[config.mk]
export PLATFORM = sky130hd
export DESIGN_NAME = grti_div
export DESIGN_NICKNAME = d
export VERILOG_FILES = /design/src/rtl/grti_pkg.sv /design/src/rtl/grti_div.sv
export SDC_FILE = /design/constraint.sdc
export NUM_CORES = 1
export LEC_CHECK = 0
export BUFFER_PORTS_ARGS = -buffer_cell sky130_fd_sc_hd__buf_2
export CAP_MARGIN = 5
export CORE_AREA = 2 2 114 116
export CTS_BUF_LIST = sky130_fd_sc_hd__clkbuf_16
export DETAILED_ROUTE_END_ITERATION = 7
export DIE_AREA = 0 0 116 118
export GPL_ROUTABILITY_DRIVEN = 1
export HOLD_SLACK_MARGIN = 0.1
export PLACE_DENSITY = 0.82
export SLEW_MARGIN = 5
export SYNTH_ARGS = -nofsm -noshare
export SYNTH_HDL_FRONTEND = slang
export SYNTH_SLANG_ARGS = --single-unit
[constraint.sdc]
create_clock -name clk -period 9.6 [get_ports clk]
set_input_delay 1.92 -clock clk [delete_from_list [all_inputs] [get_ports clk]]
set_output_delay 1.92 -clock clk [all_outputs]
set_load 0.05 [all_outputs]
[src/rtl/grti_pkg.sv]
// Package for the gyro rotation table interpolator: types, constants, opcodes.
// No dependencies; imported by every module in rtl.
`timescale 1ns / 1ps
package grti_pkg;
  localparam int TABLE_DEPTH = 2048;
  localparam int AW = $clog2(TABLE_DEPTH);
  localparam int CW = $clog2(TABLE_DEPTH + 1);

  typedef enum logic [1:0] {
    OP_CLEAR  = 2'd0,
    OP_SAMPLE = 2'd1,
    OP_QUERY  = 2'd2,
    OP_NONE   = 2'd3
  } op_t;

  typedef struct packed {
    logic [1:0]         opcode;
    logic [31:0]        sample_time;
    logic signed [31:0] rate_x;
    logic signed [31:0] rate_y;
    logic signed [31:0] rate_z;
  } in_item_t;

  typedef struct packed {
    logic signed [31:0] angle_x;
    logic signed [31:0] angle_y;
    logic signed [31:0] angle_z;
    logic               table_ready;
    logic               overflowed;
  } out_item_t;

  typedef struct packed {
    logic [31:0]        t;
    logic signed [31:0] ax;
    logic signed [31:0] ay;
    logic signed [31:0] az;
  } entry_t;

  typedef enum logic [3:0] {
    S_IDLE, S_RDPREV, S_WAITPREV, S_MUL, S_ADD, S_WRITE,
    S_SCAN, S_SCANCHK, S_RDB, S_WAITB, S_MULQ, S_DIV, S_FIN, S_EMIT
  } state_t;
endpackage

[src/rtl/grti_div.sv]
// Serial restoring divider, 64-bit dividend by 32-bit divisor, one bit a cycle.
// Depends on grti_pkg only by convention of import.
`timescale 1ns / 1ps
module grti_div
  import grti_pkg::*;
(
  input  logic        clk,
  input  logic        rst,
  input  logic        go,
  input  logic [63:0] dividend,
  input  logic [31:0] divisor,
  output logic        done,
  output logic [63:0] quotient
);
  logic [32:0] rem;
  logic [6:0]  cnt;
  logic        run;
  logic [32:0] trial;

  assign trial = {rem[31:0], quotient[63]} - {1'b0, divisor};

  always_ff @(posedge clk) begin
    if (rst) begin
      run  <= 1'b0;
      done <= 1'b0;
    end else begin
      done <= 1'b0;
      if (go) begin
        run <= 1'b1;
        cnt <= 7'd0;
        rem <= '0;
        quotient <= dividend;
      end else if (run) begin
        if (!trial[32]) begin
          rem <= trial;
          quotient <= {quotient[62:0], 1'b1};
        end else begin
          rem <= {rem[31:0], quotient[63]};
          quotient <= {quotient[62:0], 1'b0};
        end
        cnt <= cnt + 7'd1;
        if (cnt == 7'd63) begin
          run  <= 1'b0;
          done <= 1'b1;
        end
      end
    end
  end
endmodule

==> results of run 1 <==
[state kept, by name, summed over array words and instances, names as in the netlist]
name      flops
cnt           7
rem          32
run           1
done          1
quotient     64
[cell families after synthesis]
logic type	count (synthesis)	synth area share (%)
fa+ha+maj	34	6.81
mux	88	15.3
compound gates	103	10.9
simple gates	125	9.61
buf+inv	61	3.98
xor+xnor	30	4.14
flops	105	49.3
[cells in the final DEF (no fill, tap or decap), drive strengths merged, types with 2 or more instances in the layout]
| master | n |
|---|---|
| a311oi | 2 |
| inv | 43 |
| o22ai | 4 |
| o21a | 4 |
| o41ai | 2 |
| nand2 | 23 |
| buf | 165 |
| o21bai | 4 |
| a31o | 3 |
| or3 | 3 |
| ha | 33 |
| nor2 | 47 |
| nor3b | 4 |
| o21ai | 19 |
| a31oi | 3 |
| xnor2 | 21 |
| mux2i | 22 |
| a311o | 2 |
| xor2 | 9 |
| a211oi | 3 |
| nand3 | 13 |
| nor2b | 5 |
| edfxtp | 103 |
| nand4 | 3 |
| clkinv | 3 |
| dfxtp | 2 |
| nor4 | 3 |
| o211ai | 5 |
| nor3 | 7 |
| clkbuf | 9 |
| and2 | 2 |
| nand2b | 9 |
| a21oi | 33 |
| mux2 | 66 |
| a21o | 10 |
[area by class of cell]
| cell class | count | share of cell area [%] |
|---|---|---|
| Sequential cell | 105 | 41.2 |
| Multi-Input combinational cell | 380 | 39.1 |
| Timing Repair Buffer | 165 | 11.0 |
| Clock buffer | 9 | 2.96 |
| Tap cell | 172 | 2.83 |
| Inverter | 40 | 1.97 |
| Clock inverter | 7 | 0.954 |
[worst max path at each step]
stage	start	endpoint
after CTS	divisor[0]	rem[26]
after global placement	divisor[0]	rem[24]
final	divisor[0]	rem[26]
after detailed placement	divisor[0]	rem[25]
after global routing	divisor[0]	rem[10]
after floorplan	go	cnt[0]
[per-layer routing]
layer / global-route usage (%) / wire, microns / vias to the layer above
met1: 26.2 / 5740 / 2303
met5: 0 / 0 / -
met3: 6.49 / 1140 / 22
met2: 35.4 / 7010 / 173
li1: - / - / 2339
met4: 8.04 / 293 / 0
[through the flow]
step	setup slack (ps)	area (sq um)	hold slack [ps]	std cells	power, W
5_1_grt	4390	7600	551	878	0.00141
2_1_floorplan	2160	6350	471	546	0.000904
6_report	4580	7600	533	878	0.00135
4_1_cts	4590	7600	528	878	0.00136
3_5_place_dp	4210	7310	500	862	0.000987
3_3_place_gp	4290	7310	488	862	0.000973
[report_power, final]
part	internal, W	switching, W
Clock	0.000184	0.000186
Sequential	0.000554	0.0000209
Combinational	0.000161	0.000243
==> summary by stage, run 1 <==
Critical path
The data required time of the critical path is between 9000 and 10000 ps. The signal arrival time at the worst endpoint is 5110 ps. The highest net fanout along the worst path is 37. The worst register-to-register path has a depth of 12.

The slowest cell on the critical path is sky130_fd_sc_hd__nor2_8. The delay of the slowest critical-path stage is between 600 and 700 ps. The sort of element at the start of the critical path is a primary input. The worst setup path is captured at a flip-flop.

In this run the number of cells on the critical path is 12. Counting both buffers and inverters, the worst setup path holds a total of 1. The critical path is of the primary input to flip-flop type.

The critical path goes through buf_2, ha_1, fa_1, nand2b_1, a21oi_1, o21a_1, a311o_1, a31oi_1, a221o_2, nor2_8, mux2i_1, nor2_1. The reg-to-reg critical path endpoint is rem[26]. In this run the register-to-register setup slack is 5720 ps. The source of the worst register-to-register timing path is quotient[63]. Grouping stages by cell kind, the critical path spends the most delay in compound AO/OA/AOI/OAI gates.

Final layout
The number of fill cells in the layout is between 1000 and 1500. The sequential cells in the finished layout cover a total of between 0.003 and 0.004 sq mm. The utilization after layout is about three fifths.

The combined area of the multi-input logic cells is 0.00298 sq mm. From synthesis to final layout, the design area changed by 19.7%. Cells with a size suffix above 1 make up 36.5% of the layout. The net count of the finished layout is between 800 and 900. The diode insertion count for antenna repair is 0.

GRT
The via count of the first global-routing pass is 4851. The number of antenna violations at the first check in global routing is 0. The overflow left after global routing is 0. The total global routing track utilization is a little over a fifth. Entering global routing, the biggest net connects 72 pins.

The wire length of the first global-routing pass is roughly 23 mm.

Clock network
The number of gates resized after CTS was 0. The clock tree from TritonCTS is built. In this run, post-CTS hold repair placed 0 buffers. The number of sinks driven by the clock tree is roughly 110.

The number of buffers added for setup after CTS is 0. The root buffer cell is sky130_fd_sc_hd__clkbuf_16. After clock tree synthesis, the clock-pin slew on the worst setup and hold paths is roughly 80 ps.

In this run the deepest clock path goes through 2 buffers. The H-tree depth is 3. The number of clock buffers added by TritonCTS is 9. The later-pin clock latency in the skew report is around 360 ps.

Run status
The run finished with clean final reports.

Routing
The number of violations reported at the end of detailed-routing iteration 0 is roughly 280. The detail route stage leaves a number of antenna-violating nets equal to 0. The routed layout has between 4000 and 5000 vias. After detailed routing, the number of remaining DRC violations is 0. The total iterations of the first detailed-routing run is 5. After detailed routing, the average wire length per cell comes to 16.2 microns. The routed design has ~14 mm of wire. After detailed routing, the number of vias per cell comes to 5.51.

STA
The worst path needs 5020 ps of the cycle, external delays included. The largest clock skew in the final design is 8.73 ps. The max-slew violation total from the final report is 0.

Setup repair after global routing left no endpoint under its margin. The number of endpoints with negative hold slack in the final report was 0. Timing would allow up to 199 MHz.

The total setup violations reported at the end of the flow is 0. For the final routed database, the setup TNS stands at 0 ps. The slew of the pin with the lowest slew margin is 977 ps. In the finished design, the share of the clock period the worst path needs comes to 52.3%. The tightest slew margin relative to the limit is around a third.

Synth
In this run, synthesis produced a sequential element count of roughly 110. Sorting the synthesized cells by area gives the leading types as sky130_fd_sc_hd__edfxtp_1 (49%), sky130_fd_sc_hd__mux2_2 (11%), sky130_fd_sc_hd__ha_1 (6.5%). After synthesis, the mean cell area works out to 11.6 sq um. Yosys mapped a number of flops with a built-in enable equal to 103. In the synthesized netlist the dominant register cell turns out to be sky130_fd_sc_hd__edfxtp_1. After synthesis, the most frequently instantiated cells are sky130_fd_sc_hd__edfxtp_1 (103), sky130_fd_sc_hd__mux2_2 (64), sky130_fd_sc_hd__nor2_1 (46), sky130_fd_sc_hd__inv_1 (40). The count of warnings emitted by yosys is 0. Counting flops with an async set or reset pin after synthesis yields a share of 0%. The synthesized cell area is ~0.0064 sq mm.

The portion of synthesized cell area occupied by the leading cell type is about 49%. The synthesized netlist contains 56 unique library cells. The share of synthesized area occupied by flip-flops and latches is 49.3%.

Counting every instance in the synthesized netlist gives between 500 and 600. The library cell with the highest instance count after synthesis is sky130_fd_sc_hd__edfxtp_1. The most area-hungry cell type in the Yosys netlist is sky130_fd_sc_hd__edfxtp_1. When the netlist entered floorplanning its net count stood at around 680.

Hold path
The worst hold path depth is 1. The kind of path behind the tightest hold check is flip-flop to flip-flop. In this run the most critical hold path is launched from run. For hold timing, the worst endpoint is done.

Floorplanning
The number of I/O pins is approximately 160. The die height is ~120 microns. The die width is roughly 120 microns. Once the floorplan was initialized, standard cells occupied about half of the core. The number of standard-cell rows in the floorplan is 41. The die covers around 0.014 sq mm.

After floorplanning, the core was sized to cover 0.0124 sq mm.

Place
Buffers placed on the I/O ports in this run total roughly 160. Detailed placement ended at an HPWL of around 10 mm. The routability congestion estimate from global placement is roughly 0.86.

Power and ir drop
For this design the static power due to leakage is 3.21 nW. VDD sags by at most 148 uV. The areal power density over the cells is around 180 mW/mm^2.

Flow run
The total of max-cap violations is 0.
Note: power is estimated with default switching activity, not from simulation.
==> run 2, diff against run 1 <==
--- a/config.mk
+++ b/config.mk
@@ -7,10 +7,10 @@
 export LEC_CHECK = 0
 export BUFFER_PORTS_ARGS = -buffer_cell sky130_fd_sc_hd__buf_2
 export CAP_MARGIN = 5
-export CORE_AREA = 2 2 114 116
+export CORE_AREA = 2 2 117 119
 export CTS_BUF_LIST = sky130_fd_sc_hd__clkbuf_16
 export DETAILED_ROUTE_END_ITERATION = 7
-export DIE_AREA = 0 0 116 118
+export DIE_AREA = 0 0 119 121
 export GPL_ROUTABILITY_DRIVEN = 1
 export HOLD_SLACK_MARGIN = 0.1
 export PLACE_DENSITY = 0.82
==> constraint.sdc (replaced) <==
create_clock -name clk -period 4.2 [get_ports clk]
set_input_delay 0.84 -clock clk [delete_from_list [all_inputs] [get_ports clk]]
set_output_delay 0.84 -clock clk [all_outputs]
set_load 0.05 [all_outputs]
==> summary by stage, run 2 (synthesis gave the netlist of run 1 again) <==
Clock network
The number of hold buffers added after cts is 0. The later-pin clock latency in the skew report is between 300 and 400 ps. The number of gates resized after CTS was 0. In this run the number of H-tree levels came out at 3.

The clock tree from TritonCTS is built. The number of buffers added for setup after CTS is 0. The clock-pin slew reported for the worst setup and hold paths after clock tree synthesis is approximately 80 ps.

The number of sinks driven by the clock tree is ~110. Clock tree synthesis selected as its root buffer the cell sky130_fd_sc_hd__clkbuf_16. The maximum buffer depth of the clock tree is 2. Buffers inserted during clock tree synthesis total 9.

Floorplanning
The number of I/O pins is roughly 160. From left edge to right edge, the die measures about 120 microns. Once the floorplan was initialized, standard cells occupied approximately half of the core. The number of standard-cell rows in the floorplan is 42. The die covers between 0.01 and 0.015 sq mm. The die height is approximately 120 microns. The area of the core is 0.0131 sq mm.

Final layout
The largest register by flop count is quotient. In the final layout, the registers with the most flip-flops are quotient (64), rem (32), cnt (7). In the layout the commonest cells are sky130_fd_sc_hd__buf_2 (162), sky130_fd_sc_hd__edfxtp_1 (103), sky130_fd_sc_hd__mux2_2 (64), sky130_fd_sc_hd__nor2_1 (45), sky130_fd_sc_hd__inv_1 (40). After filler insertion, the fill cell instance count of the layout stands at around 1000. The relative area change from synthesis to final layout is 20.6%. The post-route netlist has between 30% and 40% of its cells at a drive strength greater than 1.

The multi-input combinational cells in the finished layout cover a total of about 0.0030 sq mm. The most common cell after layout, fill and taps aside is sky130_fd_sc_hd__buf_2. The flip-flop count of the largest register, all copies and words added is 64.

The net count of the finished layout is roughly 840. The sequential standard cell area is about 0.0031 sq mm. The diode insertion count for antenna repair is 0.

Critical path
The type of the worst setup path is primary input to flip-flop. STA classifies the critical path endpoint as a flip-flop. The signal arrival time at the worst endpoint is 3870 ps.

For the worst setup path, the data required time is 4400 ps. The highest net fanout along the worst path is 21. STA classifies the critical path startpoint as a primary input.

Power and ir drop
For this design the ratio of total power to cell area is about 400 mW/mm^2. The overall power is 0.00308 W. The worst supply voltage drop on vdd is 236 uV. The leakage dissipation is 3.25 nW.

Routing
The highest metal layer used by the detailed router is met4. In the final routing, the length of wire on met1 measures about 6.2 mm. Detailed routing placed a total of just over 1 mm of wire on met3. The routed layout has roughly 4800 vias. The first detailed-routing pass ran for 4 iterations. The total length of routed wires is 14.6 mm. The met2 layer wire length in the routed design is 7.20 mm. The remaining routing DRC violations is 0.

In this run, the number of DRC markers left after iteration 0 of detailed routing was ~250. The routed wirelength normalized by instance count is ~16 microns. The number of vias per cell after detailed routing is approximately 5.4. The residual antenna-violating net count after detailed routing is 0.

STA
The slew of the pin with the lowest slew margin is 560 ps. The number of endpoints with negative hold slack in the final report is 0. The tightest slew margin relative to the limit is approximately 63%. In the finished design, the share of the clock period the worst path needs comes to 87.4%.

Setup repair after global routing left no endpoint under its margin. For this run, the top clock speed supported by timing is roughly 270 MHz. For the finished layout, the period the worst path requires is roughly 3700 ps.

Across all setup checks in the final design, the least slack found is approximately 530 ps. The total setup violations reported at the end of the flow is 0. The summed negative setup slack over all endpoints is 0 ps.

The max-slew violation total from the final report is 0. The largest clock skew in the final design is 10.2 ps.

Place
The routability congestion estimate from global placement is 0.908. The number of input and output port buffers inserted is between 150 and 200. The HPWL after detailed placement is 10.7 mm. OpenSTA, run right after detailed placement, puts the worst setup slack at 227 ps.

Flow run
The tool flagged a number of max-cap violations equal to 0.

GRT
The number of antenna violations at the first check in global routing is 0. The via count of the first global-routing pass is between 4000 and 5000. For this run, the total global-route usage over all layers was measured as between 20% and 30%. The wire length of the first global-routing pass is approximately 23 mm.

Global routing finished with a remaining overflow of 0. The pin count of the biggest net entering global routing is 86.

Hold path
The kind of path behind the tightest hold check is flip-flop to flip-flop.

Run status
The flow ran to the end, and the final reports show no timing, DRC or antenna violations.
## run 2: layout make-up
class / instances / area share (%)
well taps: 176 / 2.87
flip-flops and latches: 105 / 40.9
clock buffers: 9 / 2.94
clock inverters: 7 / 0.686
repair buffers: 170 / 11.9
inverters: 40 / 1.96
multi-input cells: 380 / 38.8
## run 2: power breakdown
part,leakage (nW),internal [W],switching (W)
sequential,1.01,0.00127,0.0000475
combinational,2.10,0.000394,0.000570
clock,0.142,0.000409,0.000393
total,3.25,0.00207,0.00101
## run 2: path summary, 6_finish.rpt
| check | startpoint | to | slack [ps] | depth (start not counted) |
|---|---|---|---|---|
| worst min register to register | run | done | 530 | 1 |
| worst min-delay path | run | done | 530 | 1 |
| worst max-delay path | divisor[0] | rem[0] | 530 | 13 |
| worst max register to register | quotient[63] | rem[0] | 710 | 13 |
## run 2: critical path, cell delays in order
cell	delay [ps]
sky130_fd_sc_hd__buf_2	100
sky130_fd_sc_hd__ha_1	210
sky130_fd_sc_hd__fa_1	400
sky130_fd_sc_hd__nand2b_1	180
sky130_fd_sc_hd__a21oi_1	210
sky130_fd_sc_hd__o21a_1	260
sky130_fd_sc_hd__a311o_1	270
sky130_fd_sc_hd__a31oi_1	130
sky130_fd_sc_hd__a221o_2	440
sky130_fd_sc_hd__nor2_8	210
sky130_fd_sc_hd__buf_12	210
sky130_fd_sc_hd__mux2_4	310
sky130_fd_sc_hd__nor2_1	90
## run 2: stage by stage
stage               cells  util [%]  area, sq um  hold WS (ps)
finish                887      58.6         7660           532
global route          887      58.6         7660           570
CTS                   887      58.6         7660           519
detailed placement    871      56.5         7390           497
global placement      871      56.5         7390           484
floorplan             546         -         6360           471
## run 2: metal layers
layer	GRT usage, %	vias to the layer above
met2	35.2	149
met1	24.4	2270
met4	7.14	0
met3	5.31	19
li1	-	2350
met5	0	-
==> run 3, diff against run 2 <==
--- a/config.mk
+++ b/config.mk
@@ -7,13 +7,14 @@
 export LEC_CHECK = 0
 export BUFFER_PORTS_ARGS = -buffer_cell sky130_fd_sc_hd__buf_2
 export CAP_MARGIN = 5
-export CORE_AREA = 2 2 117 119
+export CORE_AREA = 2 2 122 124
 export CTS_BUF_LIST = sky130_fd_sc_hd__clkbuf_16
 export DETAILED_ROUTE_END_ITERATION = 7
-export DIE_AREA = 0 0 119 121
+export DIE_AREA = 0 0 124 126
 export GPL_ROUTABILITY_DRIVEN = 1
 export HOLD_SLACK_MARGIN = 0.1
-export PLACE_DENSITY = 0.82
+export PLACE_DENSITY = 0.77
+export REMOVE_ABC_BUFFERS = 1
 export SLEW_MARGIN = 5
 export SYNTH_ARGS = -nofsm -noshare
 export SYNTH_HDL_FRONTEND = slang
==> summary by stage, run 3 (synthesis gave the netlist of run 1 again) <==
Run status
The run finished with clean final reports.

GRT
The wire length of the first global-routing pass is between 20 and 25 mm. The number of antenna violations at the first check in global routing was 0. Global routing consumed, over all layers together, roughly a fifth of the routing resources. The via count of the first global-routing pass is roughly 4800.

The pin count of the biggest net entering global routing is 92. For this run the aggregate overflow at the end of global routing stands at 0.

STA
The clock period minus worst slack is around 3600 ps. The number of endpoints with negative hold slack in the final report is 0. The largest clock skew in the final design is 7.78 ps. After routing, the total negative slack on setup checks comes to 0 ps. At the pin with the least slew margin, the transition time is 606 ps. Setup violations remaining at the end of the flow were counted as 0. The tightest slew margin relative to the limit is between 50% and 60%. The maximum clock frequency is 277 MHz. Setup repair after global routing left no endpoint under its margin.

The max-slew violation total from the final report is 0. The final critical path takes up a little under nine tenths of the cycle.

Clock network
Gates resized during post-CTS repair numbered 0. In this run, post-CTS hold repair placed 0 buffers. Buffers added to address setup during post-CTS repair amount to 0. The H-tree generated during clock tree synthesis spans 3 levels.

The later-pin clock latency in the skew report is approximately 350 ps. The number of sinks driven by the clock tree is approximately 110. The root buffer cell is sky130_fd_sc_hd__clkbuf_16. The clock passes through at most 2 buffers.

The clock tree from TritonCTS is built. Buffers inserted during clock tree synthesis total 9. The clock-pin slew reported for the worst setup and hold paths after clock tree synthesis is ~70 ps.

Critical path
The worst register-to-register path ends at rem[1]. Data arrives at the worst endpoint at 3810 ps. The worst setup path is captured at a flip-flop. The source of the worst register-to-register timing path is quotient[63].

For the worst setup path, the data required time is approximately 4400 ps. The register-to-register setup slack is around 800 ps. Of all nets on the critical path, the largest fanout is 25.

The critical path is of the primary input to flip-flop type. The worst setup path startpoint is divisor[0]. The worst setup path is launched from a primary input.

For the worst flop-to-flop path, the logic depth is 13.

Routing
Summing over every cut layer, the via total after detailed routing is 4752. Detailed routing placed a total of 1.06 mm of wire on met3. The final layout contains routed wiring with a total length of 14.2 mm. The residual antenna-violating net count after detailed routing is 0. The total iterations of the first detailed-routing run is 4. The routed length on met1 is ~6 mm. The first routing iteration left ~220 violations. The number of vias per cell after detailed routing is ~5.3.

Signal routing reaches up to met4. Dividing the detail-routed wire length by the instance count gives between 15 and 20 microns. The met2 layer wire length in the routed design is roughly 6.8 mm.

In the routed design, unresolved DRC markers number 0.

Place
The number of input and output port buffers inserted is 163. Detailed placement ended at an HPWL of between 10 and 15 mm. The congestion estimate from routability-driven global placement came to 0.923.

Final layout
The number of antenna diodes in the final layout is 0. The largest registers in the layout are quotient (64), rem (32), cnt (7). Leaving out fill and tap cells, the most frequent cell in the layout is sky130_fd_sc_hd__buf_2. In the layout the commonest cells are sky130_fd_sc_hd__buf_2 (162), sky130_fd_sc_hd__edfxtp_1 (103), sky130_fd_sc_hd__mux2_2 (64), sky130_fd_sc_hd__nor2_1 (45), sky130_fd_sc_hd__inv_1 (40). The share of layout cells above drive strength 1 is a little under two fifths. From synthesis to final layout, the design area changed by 20.5%.

The flip-flop count of the largest register, all copies and words added is 64. Fill cells in the final layout number approximately 1200. Cells fill a little over half of the core in the end. The net count of the finished layout is roughly 840. More flip-flops sit in one register than any other, and that register is quotient.

Hold path
The hold-critical path endpoint is done. The kind of path behind the tightest hold check is flip-flop to flip-flop. The startpoint of the lowest-slack hold path is run.

Along the worst hold path, the cell count comes to 1.

Power and ir drop
Per report_power, the clock group accounts for between 20% and 30% of the total. The sequential power share is between 40% and 50%. The combinational cell fraction of total power is about 31%. Summed over all cells, the static leakage comes to 3.23 nW. Net switching is approximately a third of the power.

The areal power density over the cells is between 300 and 400 mW/mm^2. The worst supply voltage drop on vdd is 257 uV. Summing internal, switching and leakage power gives 0.00306 W.

The cell internal power dissipation is 0.00206 W. The analysis attributes to net switching a power of roughly 0.0010 W.

Floorplanning
The die is 126 microns tall. The floorplan has 44 rows. The initial standard-cell utilization of the core is 44.4%.

The number of I/O pins is about 160. The area of the core is around 0.014 sq mm. The die is roughly 120 microns wide.

The area of the die is ~0.016 sq mm.

Flow run
The tool flagged a number of max-cap violations equal to 0.
## run 3: final cells by class
cell class | instances | area [sq um] | area share (%)
flip-flops and latches | 105 | 3130 | 40.9
clock inverters | 6 | 43.8 | 0.572
multi-input cells | 380 | 2980 | 38.9
clock buffers | 9 | 225 | 2.94
repair buffers | 170 | 896 | 11.7
well taps | 184 | 230 | 3.01
inverters | 40 | 150 | 1.96
## run 3: critical path, cell delays in order
cell and delay (ps):
sky130_fd_sc_hd__buf_2 100, sky130_fd_sc_hd__ha_1 220, sky130_fd_sc_hd__fa_1 410, sky130_fd_sc_hd__nand2b_1 190
sky130_fd_sc_hd__a21oi_1 180, sky130_fd_sc_hd__o21a_1 240, sky130_fd_sc_hd__a311o_1 280, sky130_fd_sc_hd__a31oi_1 130
sky130_fd_sc_hd__a221o_2 440, sky130_fd_sc_hd__nor2_8 150, sky130_fd_sc_hd__buf_12 200, sky130_fd_sc_hd__mux2_4 320
sky130_fd_sc_hd__nor2_1 100
## run 3: layer usage
| layer | vias to the layer above | GRT usage [%] |
|---|---|---|
| li1 | 2344 | - |
| met1 | 2240 | 23.8 |
| met2 | 149 | 30.4 |
| met3 | 19 | 5.07 |
| met4 | 0 | 6.94 |
| met5 | - | 0 |
## run 3: worst max-delay path by stage
stage	slack [ps]	cells after the start	endpoint
detailed placement	230	13	rem[1]
finish	590	13	rem[1]
CTS	630	13	rem[1]
global route	440	13	rem[14]
global placement	350	13	rem[22]
floorplan	-1580	2	cnt[0]
## run 3: per-stage QoR
step | cell area (sq um) | hold WS [ps] | worst slack (ps) | instances
4_1_cts | 7650 | 533 | 628 | 894
3_3_place_gp | 7380 | 506 | 349 | 879
5_1_grt | 7650 | 550 | 442 | 894
2_1_floorplan | 6250 | 471 | -1580 | 525
3_5_place_dp | 7380 | 503 | 235 | 879
6_report | 7650 | 532 | 595 | 894
## run 3: power by group through the flow
stage                     logic, W  clock network, W  registers (W)
after detailed placement  0.000947                 0        0.00133
final                     0.000949          0.000796        0.00131
after CTS                 0.000950          0.000815        0.00131
after floorplan           0.000563                 0        0.00147
after global routing       0.00104          0.000843        0.00132
after global placement    0.000919                 0        0.00133
